==> src/rtl/core/mrpt_pkg.sv <==
package mrpt_pkg;

    localparam int TableEntries = 16;

    localparam int CmdW    = 2;
    localparam int AddrW   = 32;
    localparam int LenW    = 6;
    localparam int StatusW = 2;

    localparam logic [LenW-1:0] LenMax = LenW'(32);

    // Input and output beat widths
    localparam int InDataW  = 72;
    localparam int OutDataW = 40;

    localparam logic [CmdW-1:0] CmdAdd    = 2'd0;
    localparam logic [CmdW-1:0] CmdDelete = 2'd1;
    localparam logic [CmdW-1:0] CmdLookup = 2'd2;

    localparam logic [StatusW-1:0] StatOk       = 2'd0;
    localparam logic [StatusW-1:0] StatNotFound = 2'd1;
    localparam logic [StatusW-1:0] StatFull     = 2'd2;

    typedef enum logic [1:0] {
        ST_IDLE,
        ST_SCAN,
        ST_DRAIN,
        ST_DONE
    } t_state;

    typedef struct packed {
        logic load;    // latch the item, restart the scan
        logic rd_en;   // read one table slot
        logic commit;  // update the table and load the result
    } t_dp_cmd;

    typedef struct packed {
        logic scan_last;
        logic out_free;
    } t_dp_stat;

    function automatic logic [AddrW-1:0] len_mask(input logic [LenW-1:0] len);
        logic [AddrW-1:0] m;
        if (len >= LenMax) begin
            m = '1;
        end else begin
            m = ~({AddrW{1'b1}} >> len);
        end
        return m;
    endfunction

endpackage

==> src/rtl/core/multicast_rp_prefix_table_top.sv <==
// Multicast RP prefix table: a table of TABLE_ENTRIES group prefixes, each with an
// RP address. Each slave beat is one command (add/update, delete, lookup); each
// command yields exactly one master beat carrying a status and an RP address.
// Add updates the RP of an equal prefix or fills the lowest free slot (status
// table full when none is left). Delete drops the entry matching prefix, length
// and RP. Lookup returns the RP of the longest covering prefix.
// One command is taken at a time: the beat is taken, then the scan reads one
// table slot per cycle through the single memory read port, then the last read
// lands, and then the command commits.
// The result sits in an output register: a stalled receiver holds it, and the
// next command is still accepted and scanned; only its commit waits for the
// output register to free.
// Reset (synchronous, active low) empties the table at once by clearing all
// valid flags; no clearing pass is needed.
module multicast_rp_prefix_table_top #(
    parameter int TABLE_ENTRIES = mrpt_pkg::TableEntries
) (
    input  logic                            i_clk,
    input  logic                            i_rst_n,
    input  logic                            i_s_axis_tvalid,
    output logic                            o_s_axis_tready,
    // [1:0] command, [33:2] mcast_grp, [39:34] mask_len, [71:40] rp_addr
    input  logic [mrpt_pkg::InDataW-1:0]    i_s_axis_tdata,
    output logic                            o_m_axis_tvalid,
    input  logic                            i_m_axis_tready,
    // [1:0] status, [33:2] found_rp, [39:34] zero
    output logic [mrpt_pkg::OutDataW-1:0]   o_m_axis_tdata
);

    mrpt_pkg::t_dp_cmd  dp_cmd;
    mrpt_pkg::t_dp_stat dp_stat;

    logic [mrpt_pkg::StatusW-1:0] status;
    logic [mrpt_pkg::AddrW-1:0]   found_rp;

    mrpt_ctrl u_ctrl (
        .i_clk      (i_clk),
        .i_rst_n    (i_rst_n),
        .i_in_valid (i_s_axis_tvalid),
        .o_in_ready (o_s_axis_tready),
        .i_stat     (dp_stat),
        .o_cmd      (dp_cmd)
    );

    mrpt_datapath #(
        .TABLE_ENTRIES (TABLE_ENTRIES)
    ) u_datapath (
        .i_clk        (i_clk),
        .i_rst_n      (i_rst_n),
        .i_cmd        (dp_cmd),
        .o_stat       (dp_stat),
        .i_command    (i_s_axis_tdata[1:0]),
        .i_mcast_grp  (i_s_axis_tdata[33:2]),
        .i_mask_len   (i_s_axis_tdata[39:34]),
        .i_rp_addr    (i_s_axis_tdata[71:40]),
        .o_out_valid  (o_m_axis_tvalid),
        .i_out_ready  (i_m_axis_tready),
        .o_status     (status),
        .o_found_rp   (found_rp)
    );

    // Pad the result beat to whole bytes
    assign o_m_axis_tdata = {6'd0, found_rp, status};

endmodule

==> src/rtl/core/mrpt_ctrl.sv <==
module mrpt_ctrl (
    input  logic              i_clk,
    input  logic              i_rst_n,
    input  logic              i_in_valid,
    output logic              o_in_ready,
    input  mrpt_pkg::t_dp_stat i_stat,
    output mrpt_pkg::t_dp_cmd  o_cmd
);

    mrpt_pkg::t_state r_state;
    mrpt_pkg::t_state n_state;

    always_ff @(posedge i_clk) begin
        if (!i_rst_n) begin
            r_state <= mrpt_pkg::ST_IDLE;
        end else begin
            r_state <= n_state;
        end
    end

    always_comb begin
        n_state = r_state;
        case (r_state)
            mrpt_pkg::ST_IDLE: begin
                if (i_in_valid) n_state = mrpt_pkg::ST_SCAN;
            end
            mrpt_pkg::ST_SCAN: begin
                if (i_stat.scan_last) n_state = mrpt_pkg::ST_DRAIN;
            end
            mrpt_pkg::ST_DRAIN: begin
                n_state = mrpt_pkg::ST_DONE;
            end
            mrpt_pkg::ST_DONE: begin
                if (i_stat.out_free) n_state = mrpt_pkg::ST_IDLE;
            end
            default: begin
                n_state = mrpt_pkg::ST_IDLE;
            end
        endcase
    end

    always_comb begin
        o_in_ready   = 1'b0;
        o_cmd.load   = 1'b0;
        o_cmd.rd_en  = 1'b0;
        o_cmd.commit = 1'b0;
        case (r_state)
            mrpt_pkg::ST_IDLE: begin
                o_in_ready = 1'b1;
                o_cmd.load = i_in_valid;
            end
            mrpt_pkg::ST_SCAN: begin
                o_cmd.rd_en = 1'b1;
            end
            mrpt_pkg::ST_DRAIN: begin
            end
            mrpt_pkg::ST_DONE: begin
                o_cmd.commit = i_stat.out_free;
            end
            default: begin
            end
        endcase
    end

endmodule

==> src/rtl/core/mrpt_datapath.sv <==
module mrpt_datapath #(
    parameter int TABLE_ENTRIES = mrpt_pkg::TableEntries
) (
    input  logic                            i_clk,
    input  logic                            i_rst_n,
    input  mrpt_pkg::t_dp_cmd               i_cmd,
    output mrpt_pkg::t_dp_stat              o_stat,
    input  logic [mrpt_pkg::CmdW-1:0]       i_command,
    input  logic [mrpt_pkg::AddrW-1:0]      i_mcast_grp,
    input  logic [mrpt_pkg::LenW-1:0]       i_mask_len,
    input  logic [mrpt_pkg::AddrW-1:0]      i_rp_addr,
    output logic                            o_out_valid,
    input  logic                            i_out_ready,
    output logic [mrpt_pkg::StatusW-1:0]    o_status,
    output logic [mrpt_pkg::AddrW-1:0]      o_found_rp
);

    localparam int IdxW = (TABLE_ENTRIES > 1) ? $clog2(TABLE_ENTRIES) : 1;
    localparam logic [IdxW-1:0] LastIdx = IdxW'(TABLE_ENTRIES - 1);
    localparam int WordW = 2 * mrpt_pkg::AddrW + mrpt_pkg::LenW;

    typedef struct packed {
        logic [mrpt_pkg::AddrW-1:0] prefix;
        logic [mrpt_pkg::LenW-1:0]  len;
        logic [mrpt_pkg::AddrW-1:0] rp;
    } t_entry;

    // Latched item
    logic [mrpt_pkg::CmdW-1:0]  r_cmd;
    logic [mrpt_pkg::AddrW-1:0] r_grp;
    logic [mrpt_pkg::LenW-1:0]  r_len;
    logic [mrpt_pkg::AddrW-1:0] r_rp;

    // Table store and valid flags
    logic [WordW-1:0]         r_mem [TABLE_ENTRIES];
    logic [TABLE_ENTRIES-1:0] r_valid;

    logic [IdxW-1:0] r_rd_idx;
    logic [IdxW-1:0] r_ev_idx;
    logic            r_ev_vld;
    t_entry          r_rd_word;

    // Scan accumulators
    logic            r_hit_fnd, r_free_fnd, r_del_fnd, r_any;
    logic [IdxW-1:0] r_hit_idx, r_free_idx, r_del_idx;
    logic [mrpt_pkg::LenW-1:0]  r_best;
    logic [mrpt_pkg::AddrW-1:0] r_found;

    logic                       r_out_valid;
    logic [mrpt_pkg::StatusW-1:0] r_out_status;
    logic [mrpt_pkg::AddrW-1:0] r_out_rp;

    logic [mrpt_pkg::AddrW-1:0] cmd_mask;
    logic [mrpt_pkg::AddrW-1:0] ent_mask;
    logic                       ev_valid;
    logic                       same_pfx;
    logic                       covers_ent;
    logic                       wr_en;
    logic [IdxW-1:0]            wr_idx;
    logic [mrpt_pkg::StatusW-1:0] res_status;
    logic [mrpt_pkg::AddrW-1:0] res_rp;
    t_entry                     wr_word;

    assign cmd_mask   = mrpt_pkg::len_mask(r_len);
    assign ent_mask   = mrpt_pkg::len_mask(r_rd_word.len);
    assign ev_valid   = r_ev_vld && r_valid[r_ev_idx];
    assign same_pfx   = (r_rd_word.len == r_len) &&
                        ((r_grp & cmd_mask) == (r_rd_word.prefix & cmd_mask));
    assign covers_ent = (r_grp & ent_mask) == (r_rd_word.prefix & ent_mask);

    assign o_stat.scan_last = (r_rd_idx == LastIdx);
    assign o_stat.out_free  = !r_out_valid || i_out_ready;

    // Latch the item; saturate the prefix length
    always_ff @(posedge i_clk) begin
        if (i_cmd.load) begin
            r_cmd <= i_command;
            r_grp <= i_mcast_grp;
            r_len <= (i_mask_len > mrpt_pkg::LenMax) ? mrpt_pkg::LenMax : i_mask_len;
            r_rp  <= i_rp_addr;
        end
    end

    // Scan address and read pipeline
    always_ff @(posedge i_clk) begin
        if (!i_rst_n) begin
            r_rd_idx <= '0;
            r_ev_vld <= 1'b0;
        end else begin
            r_ev_vld <= i_cmd.rd_en;
            if (i_cmd.load) begin
                r_rd_idx <= '0;
            end else if (i_cmd.rd_en && r_rd_idx != LastIdx) begin
                r_rd_idx <= r_rd_idx + 1'b1;
            end
        end
    end

    always_ff @(posedge i_clk) begin
        if (i_cmd.rd_en) begin
            r_rd_word <= t_entry'(r_mem[r_rd_idx]);
            r_ev_idx  <= r_rd_idx;
        end
        if (wr_en) begin
            r_mem[wr_idx] <= WordW'(wr_word);
        end
    end

    // Accumulate matches; the first slot in index order wins ties
    always_ff @(posedge i_clk) begin
        if (!i_rst_n) begin
            r_hit_fnd  <= 1'b0;
            r_free_fnd <= 1'b0;
            r_del_fnd  <= 1'b0;
            r_any      <= 1'b0;
        end else if (i_cmd.load) begin
            r_hit_fnd  <= 1'b0;
            r_free_fnd <= 1'b0;
            r_del_fnd  <= 1'b0;
            r_any      <= 1'b0;
        end else if (r_ev_vld) begin
            if (ev_valid) begin
                if (!r_hit_fnd && same_pfx) begin
                    r_hit_fnd <= 1'b1;
                    r_hit_idx <= r_ev_idx;
                end
                if (!r_del_fnd && same_pfx && r_rd_word.rp == r_rp) begin
                    r_del_fnd <= 1'b1;
                    r_del_idx <= r_ev_idx;
                end
                if (covers_ent && (!r_any || r_rd_word.len > r_best)) begin
                    r_any   <= 1'b1;
                    r_best  <= r_rd_word.len;
                    r_found <= r_rd_word.rp;
                end
            end else if (!r_free_fnd) begin
                r_free_fnd <= 1'b1;
                r_free_idx <= r_ev_idx;
            end
        end
    end

    // Result and table update
    always_comb begin
        res_status = mrpt_pkg::StatNotFound;
        res_rp     = '0;
        wr_en      = 1'b0;
        wr_idx     = r_hit_fnd ? r_hit_idx : r_free_idx;
        wr_word.prefix = r_grp & cmd_mask;
        wr_word.len    = r_len;
        wr_word.rp     = r_rp;
        case (r_cmd)
            mrpt_pkg::CmdAdd: begin
                if (r_hit_fnd || r_free_fnd) begin
                    res_status = mrpt_pkg::StatOk;
                    wr_en      = i_cmd.commit;
                end else begin
                    res_status = mrpt_pkg::StatFull;
                end
            end
            mrpt_pkg::CmdDelete: begin
                if (r_del_fnd) res_status = mrpt_pkg::StatOk;
            end
            mrpt_pkg::CmdLookup: begin
                if (r_any) begin
                    res_status = mrpt_pkg::StatOk;
                    res_rp     = r_found;
                end
            end
            default: begin
            end
        endcase
    end

    always_ff @(posedge i_clk) begin
        if (!i_rst_n) begin
            r_valid <= '0;
        end else if (i_cmd.commit) begin
            if (r_cmd == mrpt_pkg::CmdAdd && !r_hit_fnd && r_free_fnd) begin
                r_valid[r_free_idx] <= 1'b1;
            end else if (r_cmd == mrpt_pkg::CmdDelete && r_del_fnd) begin
                r_valid[r_del_idx] <= 1'b0;
            end
        end
    end

    // Output register
    always_ff @(posedge i_clk) begin
        if (!i_rst_n) begin
            r_out_valid <= 1'b0;
        end else if (i_cmd.commit) begin
            r_out_valid <= 1'b1;
        end else if (i_out_ready) begin
            r_out_valid <= 1'b0;
        end
    end

    always_ff @(posedge i_clk) begin
        if (i_cmd.commit) begin
            r_out_status <= res_status;
            r_out_rp     <= res_rp;
        end
    end

    assign o_out_valid = r_out_valid;
    assign o_status    = r_out_status;
    assign o_found_rp  = r_out_rp;

endmodule

==> config.mk <==
export PLATFORM = sky130hd
export DESIGN_NAME = multicast_rp_prefix_table_top
export DESIGN_NICKNAME = d
export VERILOG_FILES = /design/src/rtl/core/mrpt_pkg.sv /design/src/rtl/core/multicast_rp_prefix_table_top.sv /design/src/rtl/core/mrpt_ctrl.sv /design/src/rtl/core/mrpt_datapath.sv
export SDC_FILE = /design/constraint.sdc
export NUM_CORES = 1
export LEC_CHECK = 0
export BUFFER_PORTS_ARGS = -buffer_cell sky130_fd_sc_hd__clkbuf_2
export CAP_MARGIN = 5
export CORE_MARGIN = 5
export CORE_UTILIZATION = 40
export CTS_BUF_LIST = sky130_fd_sc_hd__clkbuf_4 sky130_fd_sc_hd__clkbuf_8
export CTS_CLUSTER_SIZE = 30
export DETAILED_ROUTE_END_ITERATION = 8
export SLEW_MARGIN = 20
export SYNTH_ARGS = -nofsm -noshare
export SYNTH_HDL_FRONTEND = slang
export SYNTH_SLANG_ARGS = --single-unit
==> constraint.sdc <==
create_clock -name i_clk -period 15.31 [get_ports i_clk]
set_input_delay 2.2965 -clock i_clk [delete_from_list [all_inputs] [get_ports i_clk]]
set_output_delay 2.2965 -clock i_clk [all_outputs]
set_load 0.03 [all_outputs]
==> results of run 1 <==
per-stage QoR:
stage	hold WS, ns	setup slack [ns]	utilization, %	instances
detailed placement	0.459	9.78	42.4	4156
CTS	0.473	10.15	45.5	4535
floorplan	0.406	9.16	-	2344
global route	0.482	10.15	45.5	4537
global placement	0.453	9.87	42.4	4156
finish	0.472	10.69	45.5	4539
worst min-delay path by stage:
stage,slack [ns],cells after the start,to,start
5_1_grt,0.48,0,u_datapath.r_found[30],u_datapath.r_rd_word[30]
3_3_place_gp,0.45,2,u_datapath.r_valid[5],u_datapath.r_valid[5]
6_report,0.47,0,u_datapath.r_found[30],u_datapath.r_rd_word[30]
3_5_place_dp,0.46,0,u_datapath.r_ev_idx[3],u_datapath.r_rd_idx[3]
4_1_cts,0.47,0,u_datapath.r_ev_idx[3],u_datapath.r_rd_idx[3]
2_1_floorplan,0.41,0,u_datapath.r_ev_idx[2],u_datapath.r_rd_idx[2]
kinds of logic (layout without fill, tap and decap cells):
| kind of cell | count (synthesis) | count (layout) | share of synthesized area, % |
|---|---|---|---|
| other | 1 | 9 | 0.00711 |
| muxes | 360 | 360 | 15.2 |
| AOI/OAI and AO/OA | 147 | 147 | 1.91 |
| buffers and inverters | 133 | 570 | 1.09 |
| xor gates and xnor gates | 72 | 72 | 1.20 |
| adders and majority gates | 12 | 12 | 0.280 |
| DFF | 1378 | 1378 | 77.9 |
| and+or+nand+nor | 236 | 236 | 2.40 |
sequential cells by signal, summed over array words and instances (netlist names), 2 cells and up:
name,flops
u_datapath.r_found,32
u_datapath.o_status,2
u_datapath.r_rp,32
u_datapath.r_del_idx,4
u_datapath.r_mem,1120
u_datapath.r_ev_idx,4
u_datapath.r_grp,32
u_datapath.r_valid,16
u_datapath.r_hit_idx,4
u_datapath.r_cmd,2
u_ctrl.r_state,2
u_datapath.r_free_idx,4
u_datapath.r_best,6
u_datapath.r_rd_word,70
u_datapath.o_found_rp,32
u_datapath.r_rd_idx,4
u_datapath.r_len,6
Yosys cell counts, types with 11 or more instances:
cell type	number	area share [%]
buf_2	30	0.28
edfxtp_1	1350	77
and2_1	45	0.53
clkbuf_1	66	0.47
ha_1	11	0.26
o21ai_0	32	0.30
nor3_1	14	0.13
nor2_1	50	0.36
xnor2_1	12	0.20
inv_1	20	0.14
a21oi_1	26	0.25
mux4_2	354	15
xor2_1	60	1.0
nand3_1	18	0.17
nor2b_1	28	0.33
nand2_1	33	0.23
dfxtp_1	28	1.1
a21boi_0	14	0.20
cell type report:
class / instances / area share, %
Sequential cell: 1378 / 68.7
Multi-Input combinational cell: 833 / 18.8
Clock buffer: 289 / 5.85
Tap cell: 1755 / 3.67
Timing Repair Buffer: 170 / 1.74
Clock inverter: 90 / 1.01
Inverter: 21 / 0.136
Antenna cell: 3 / 0.0126
per-layer routing:
| layer | vias up | GRT usage [%] |
|---|---|---|
| li1 | 10400 | - |
| met1 | 13300 | 23.7 |
| met5 | - | 0 |
| met4 | 0 | 5.43 |
| met2 | 923 | 29.0 |
| met3 | 203 | 3.90 |
cell usage in the layout, fill, tap and decap left out, drive strengths merged, types with 22 or more instances in the layout:
cell type / count
edfxtp: 1350
clkbuf: 400
inv: 29
a21boi: 22
nand2: 33
and2: 45
buf: 59
a21oi: 26
xor2: 60
mux4: 354
dfxtp: 28
nor2: 50
clkinv: 71
nor2b: 28
o21ai: 34
report_power, final:
group	switching, W	internal (W)
combinational	0.000761	0.000515
sequential	0.000237	0.00453
clock	0.00140	0.00158
==> impl_metrics.json, run 1 <==
{
  "status": "finished clean",
  "ant_nets": 0,
  "crit_top_cell": "mux4_2",
  "port_buffers": 111,
  "htreeDepth": 4,
  "place_area_um2": 55700,
  "r2r-start": "u_datapath.r_rd_idx[0]",
  "drt_wl_total_um": 124000,
  "min_period_ns": 4.62,
  "initialDrtViolationCount": 2858,
  "grt_first_pass_wirelength_um": 180000,
  "synth-main-ff-cell": "edfxtp_1",
  "max_slew_margin_pct": 30.2,
  "first_pass_iters": 6,
  "crit_slowest_cell": "dfxtp_4",
  "grt-ovfl-total": 0,
  "clock_path_buffers": 3,
  "io_pins": 118,
  "finalSetupViolations": 0,
  "layout.nets": 2702,
  "netlist_instances": 2339,
  "hold_violations": 0,
  "grt_max_degree": 133,
  "place_hpwl_um": 69600,
  "drive_gt1_share_pct": 32.0,
  "multi_input_area_um2": 11300,
  "synth_seq_cells": 1378,
  "rr_worst_depth": 5,
  "postCtsSetupRepairBufs": 0,
  "fin_crit_sh_pct": 30.2,
  "max_freq_ghz": 0.217,
  "critPathMaxStageDelay_ns": 0.89,
  "critPathArrivalTime_ns": 5.23,
  "wl_met2_um": 61900,
  "drv_cap": 0,
  "drcViolationCount": 0,
  "min_path_type": "register to register",
  "timing.reg2reg.setup_slack_ns": 10.69,
  "synth_area_um2": 52800,
  "rows": 133,
  "die_area_um2": 139000,
  "critical_path_buf_inv_count": 3,
  "crit_fanout": 103,
  "synth.distinct_cells": 68,
  "start_util_pct": 40.2,
  "vias": 24800,
  "worstPathCellList": "buf_12 > buf_6 > buf_4 > mux4_2 > mux4_2",
  "skew_ns": 0.0386,
  "finalMaxSlewViolations": 0,
  "cts_tree": "done",
  "power_density_nw_per_um2": 151,
  "wl_per_cell_um": 27.3,
  "cp-endpoint": "u_datapath.r_rd_word[15]",
  "r2r-end": "u_datapath.r_rd_word[15]",
  "m1WireLength_um": 50700,
  "cp-start-kind": "register",
  "highest_layer": "met4",
  "core_um2": 131000,
  "cts_root_buf": "clkbuf_8",
  "die_w_um": 373,
  "area_growth_pct": 13.3,
  "vias_per_cell": 5.46,
  "synth_edf_count": 1350,
  "worst-setup-path-type": "register to register",
  "crit_start": "u_datapath.r_rd_idx[0]",
  "rsz0062_at_grt": "no",
  "grt_pass1_vias": 26300,
  "cp.required_ns": 15.92,
  "seq_area_frac_synth_pct": 77.9,
  "filler_cell_count": 10800,
  "cts.clk_slew.worst_paths_ns": 0.06,
  "critical-path-top-delay-family": "buffers and inverters",
  "tightest_slew_ns": 1.04,
  "synth_area_per_cell_um2": 22.6,
  "clock_sinks": 1378,
  "grtUsageTotal_pct": 17.6,
  "clkLatencyLatePin_ns": 0.89,
  "antenna_found_initial": 3,
  "cts_buffers": 211,
  "ys.warnings.count": 0,
  "dieHeight_um": 373,
  "p_leak_nw": 18.4,
  "worstSetupEndpointType": "register",
  "finalInstanceArea_um2": 59800,
  "place.gp.congestion": 0.857,
  "worst-path-stages": 5,
  "cts_hold_buf": 0,
  "fin_tns_setup_ns": 0,
  "regArea_um2": 41100,
  "peakVddDrop_v": 0.000163,
  "wl_met3_um": 7980,
  "synth-async-reset-ratio_pct": 0,
  "cts_resized": 0,
  "finalPower_w": 0.00902
}
(Power assumes the default switching activity.)
==> run 2: changes to the inputs <==
==> constraint.sdc (replaced) <==
create_clock -name i_clk -period 4.2 [get_ports i_clk]
set_input_delay 0.63 -clock i_clk [delete_from_list [all_inputs] [get_ports i_clk]]
set_output_delay 0.63 -clock i_clk [all_outputs]
set_load 0.03 [all_outputs]
==> impl_metrics.json, run 2 (synthesis results as in run 1) <==
{
  "finalInstanceArea_um2": 61100,
  "place.gp.congestion": 0.857,
  "grtUsageTotal_pct": 18.5,
  "fin_tns_setup_ns": 0,
  "cts_root_buf": "clkbuf_8",
  "worstSetupEndpointType": "register",
  "core_um2": 131000,
  "ant_nets": 0,
  "grt_max_degree": 55,
  "die_w_um": 373,
  "p_seq_share_pct": 52.5,
  "min_to": "u_datapath.r_len[5]",
  "place_hpwl_um": 70800,
  "first_pass_iters": 5,
  "vias": 25200,
  "cts_buffers": 208,
  "largest_reg_flops": 1120,
  "vias_per_cell": 5.47,
  "port_buffers": 111,
  "use_met3_pct": 4.02,
  "pwr-share-comb_pct": 14.1,
  "final_common_cell": "edfxtp_1",
  "cp-start-kind": "register",
  "die_area_um2": 139000,
  "min_period_ns": 3.57,
  "timing.reg2reg.setup_slack_ns": 0.63,
  "rr_worst_depth": 6,
  "worst-setup-path-type": "register to register",
  "switching_share_pct": 26.0,
  "holdCritStartpoint": "i_s_axis_tdata[39]",
  "grt_first_pass_wirelength_um": 187000,
  "r2r-end": "u_datapath.r_del_idx[1]",
  "drt_wl_total_um": 129000,
  "skew_ns": 0.0381,
  "grt-ovfl-total": 0,
  "postCtsSetupRepairBufs": 0,
  "clock_path_buffers": 3,
  "crit_fanout": 17,
  "drv_cap": 0,
  "status": "finished clean",
  "cts_hold_buf": 67,
  "finalMaxSlewViolations": 0,
  "place_area_um2": 56300,
  "htreeDepth": 4,
  "crit_start": "u_datapath.r_rp[11]",
  "grt_util_met2_pct": 30.6,
  "rsz0062_at_grt": "no",
  "wl_per_cell_um": 28.1,
  "critPathArrivalTime_ns": 4.14,
  "start_util_pct": 40.2,
  "min_path_type": "input port to register",
  "p_leak_nw": 18.9,
  "finalSetupViolations": 0,
  "cts_tree": "done",
  "fin_crit_sh_pct": 85.0,
  "power_density_nw_per_um2": 540,
  "met1_usage_pct": 24.8,
  "dieHeight_um": 373,
  "initialDrtViolationCount": 2692,
  "peakVddDrop_v": 0.000370,
  "cp.required_ns": 4.77,
  "mostFrequentLayoutCells": "edfxtp_1, mux4_2, clkbuf_8",
  "cts.clk_slew.worst_paths_ns": 0.07,
  "tightest_slew_ns": 1.06,
  "clkPwrFrac_pct": 33.4,
  "p_switching_w": 0.00859,
  "max_slew_margin_pct": 29.3,
  "rows": 133,
  "hold_violations": 0,
  "cts_resized": 0,
  "antenna_found_initial": 5,
  "grt_pass1_vias": 26700,
  "area_growth_pct": 15.8,
  "gr-max-usage-layer": "met2",
  "reg.largest.list": "u_datapath.r_mem: 1120 flops, u_datapath.r_rd_word: 70 flops",
  "clkLatencyLatePin_ns": 0.90,
  "power.internal_w": 0.0244,
  "largest_register": "u_datapath.r_mem",
  "clock_sinks": 1378,
  "drcViolationCount": 0,
  "io_pins": 118,
  "r2r-start": "u_datapath.r_rp[11]",
  "layout.nets": 2778,
  "max_freq_ghz": 0.280,
  "hold_depth": 1,
  "drive_gt1_share_pct": 31.6
}
-- run 2: cell types whose count changed in the layout (fill, tap and decap cells not counted), moves of 4 or more --
cell and change:
bufinv_16 +4, dlygate4sd3_1 +67, clkinv_2 +5, nor2b_1 -4, clkbuf_8 +4, buf_4 -25
nor2b_2 +4, buf_12 +39, clkbuf_4 -12
-- run 2: how the worst max path moves through the flow --
stage | end | slack [ns]
detailed placement | u_datapath.r_del_idx[2] | 0.71
floorplan | u_datapath.r_mem[0][0] | -0.41
finish | u_datapath.r_del_idx[1] | 0.63
global route | u_datapath.r_del_idx[3] | 0.45
global placement | u_datapath.r_del_idx[2] | 0.75
CTS | u_datapath.r_del_idx[2] | 0.67
-- run 2: layout make-up --
cell class	count	area, µm²
multi-input cells	833	11300
flip-flops and latches	1378	41100
fillers	10800	70200
clock buffers	281	3460
well taps	1755	2200
clock inverters	94	699
repair buffers	249	2280
inverters	21	81.3
diodes	3	7.51
-- run 2: critical path, cell delays in order (launching register included) --
cell,delay (ns)
edfxtp_1,0.61
xor2_1,0.25
nor4_1,0.82
nand4_1,0.40
nor3_1,0.60
nand4_1,0.22
nor2_1,0.35
-- run 2: per-layer routing --
metal | vias to the layer above | wire [µm] | share of wire (%)
met5 | - | 12 | 0.0093
met4 | 2 | 3040 | 2.3
met3 | 192 | 9000 | 7.0
met2 | 999 | 64800 | 50
met1 | 13500 | 52600 | 41
li1 | 10500 | - | -
-- run 2: metrics by stage --
step | hold slack (ns) | power (W) | setup WS (ns) | util [%] | cells
floorplan | 0.406 | 0.0205 | -0.414 | - | 2344
global placement | 0.451 | 0.0221 | 0.745 | 42.9 | 4169
detailed placement | 0.454 | 0.0223 | 0.706 | 42.9 | 4169
CTS | 0.0141 | 0.0334 | 0.669 | 46.5 | 4611
global route | 0.0490 | 0.0344 | 0.455 | 46.5 | 4612
finish | 0.101 | 0.0330 | 0.628 | 46.6 | 4614
-- run 2: power groups by stage --
stage	Combinational (W)	Clock [W]	Sequential (W)
detailed placement	0.00464	0	0.0176
floorplan	0.00323	0	0.0173
global route	0.00499	0.0120	0.0174
CTS	0.00471	0.0113	0.0173
global placement	0.00453	0	0.0176
finish	0.00465	0.0110	0.0173
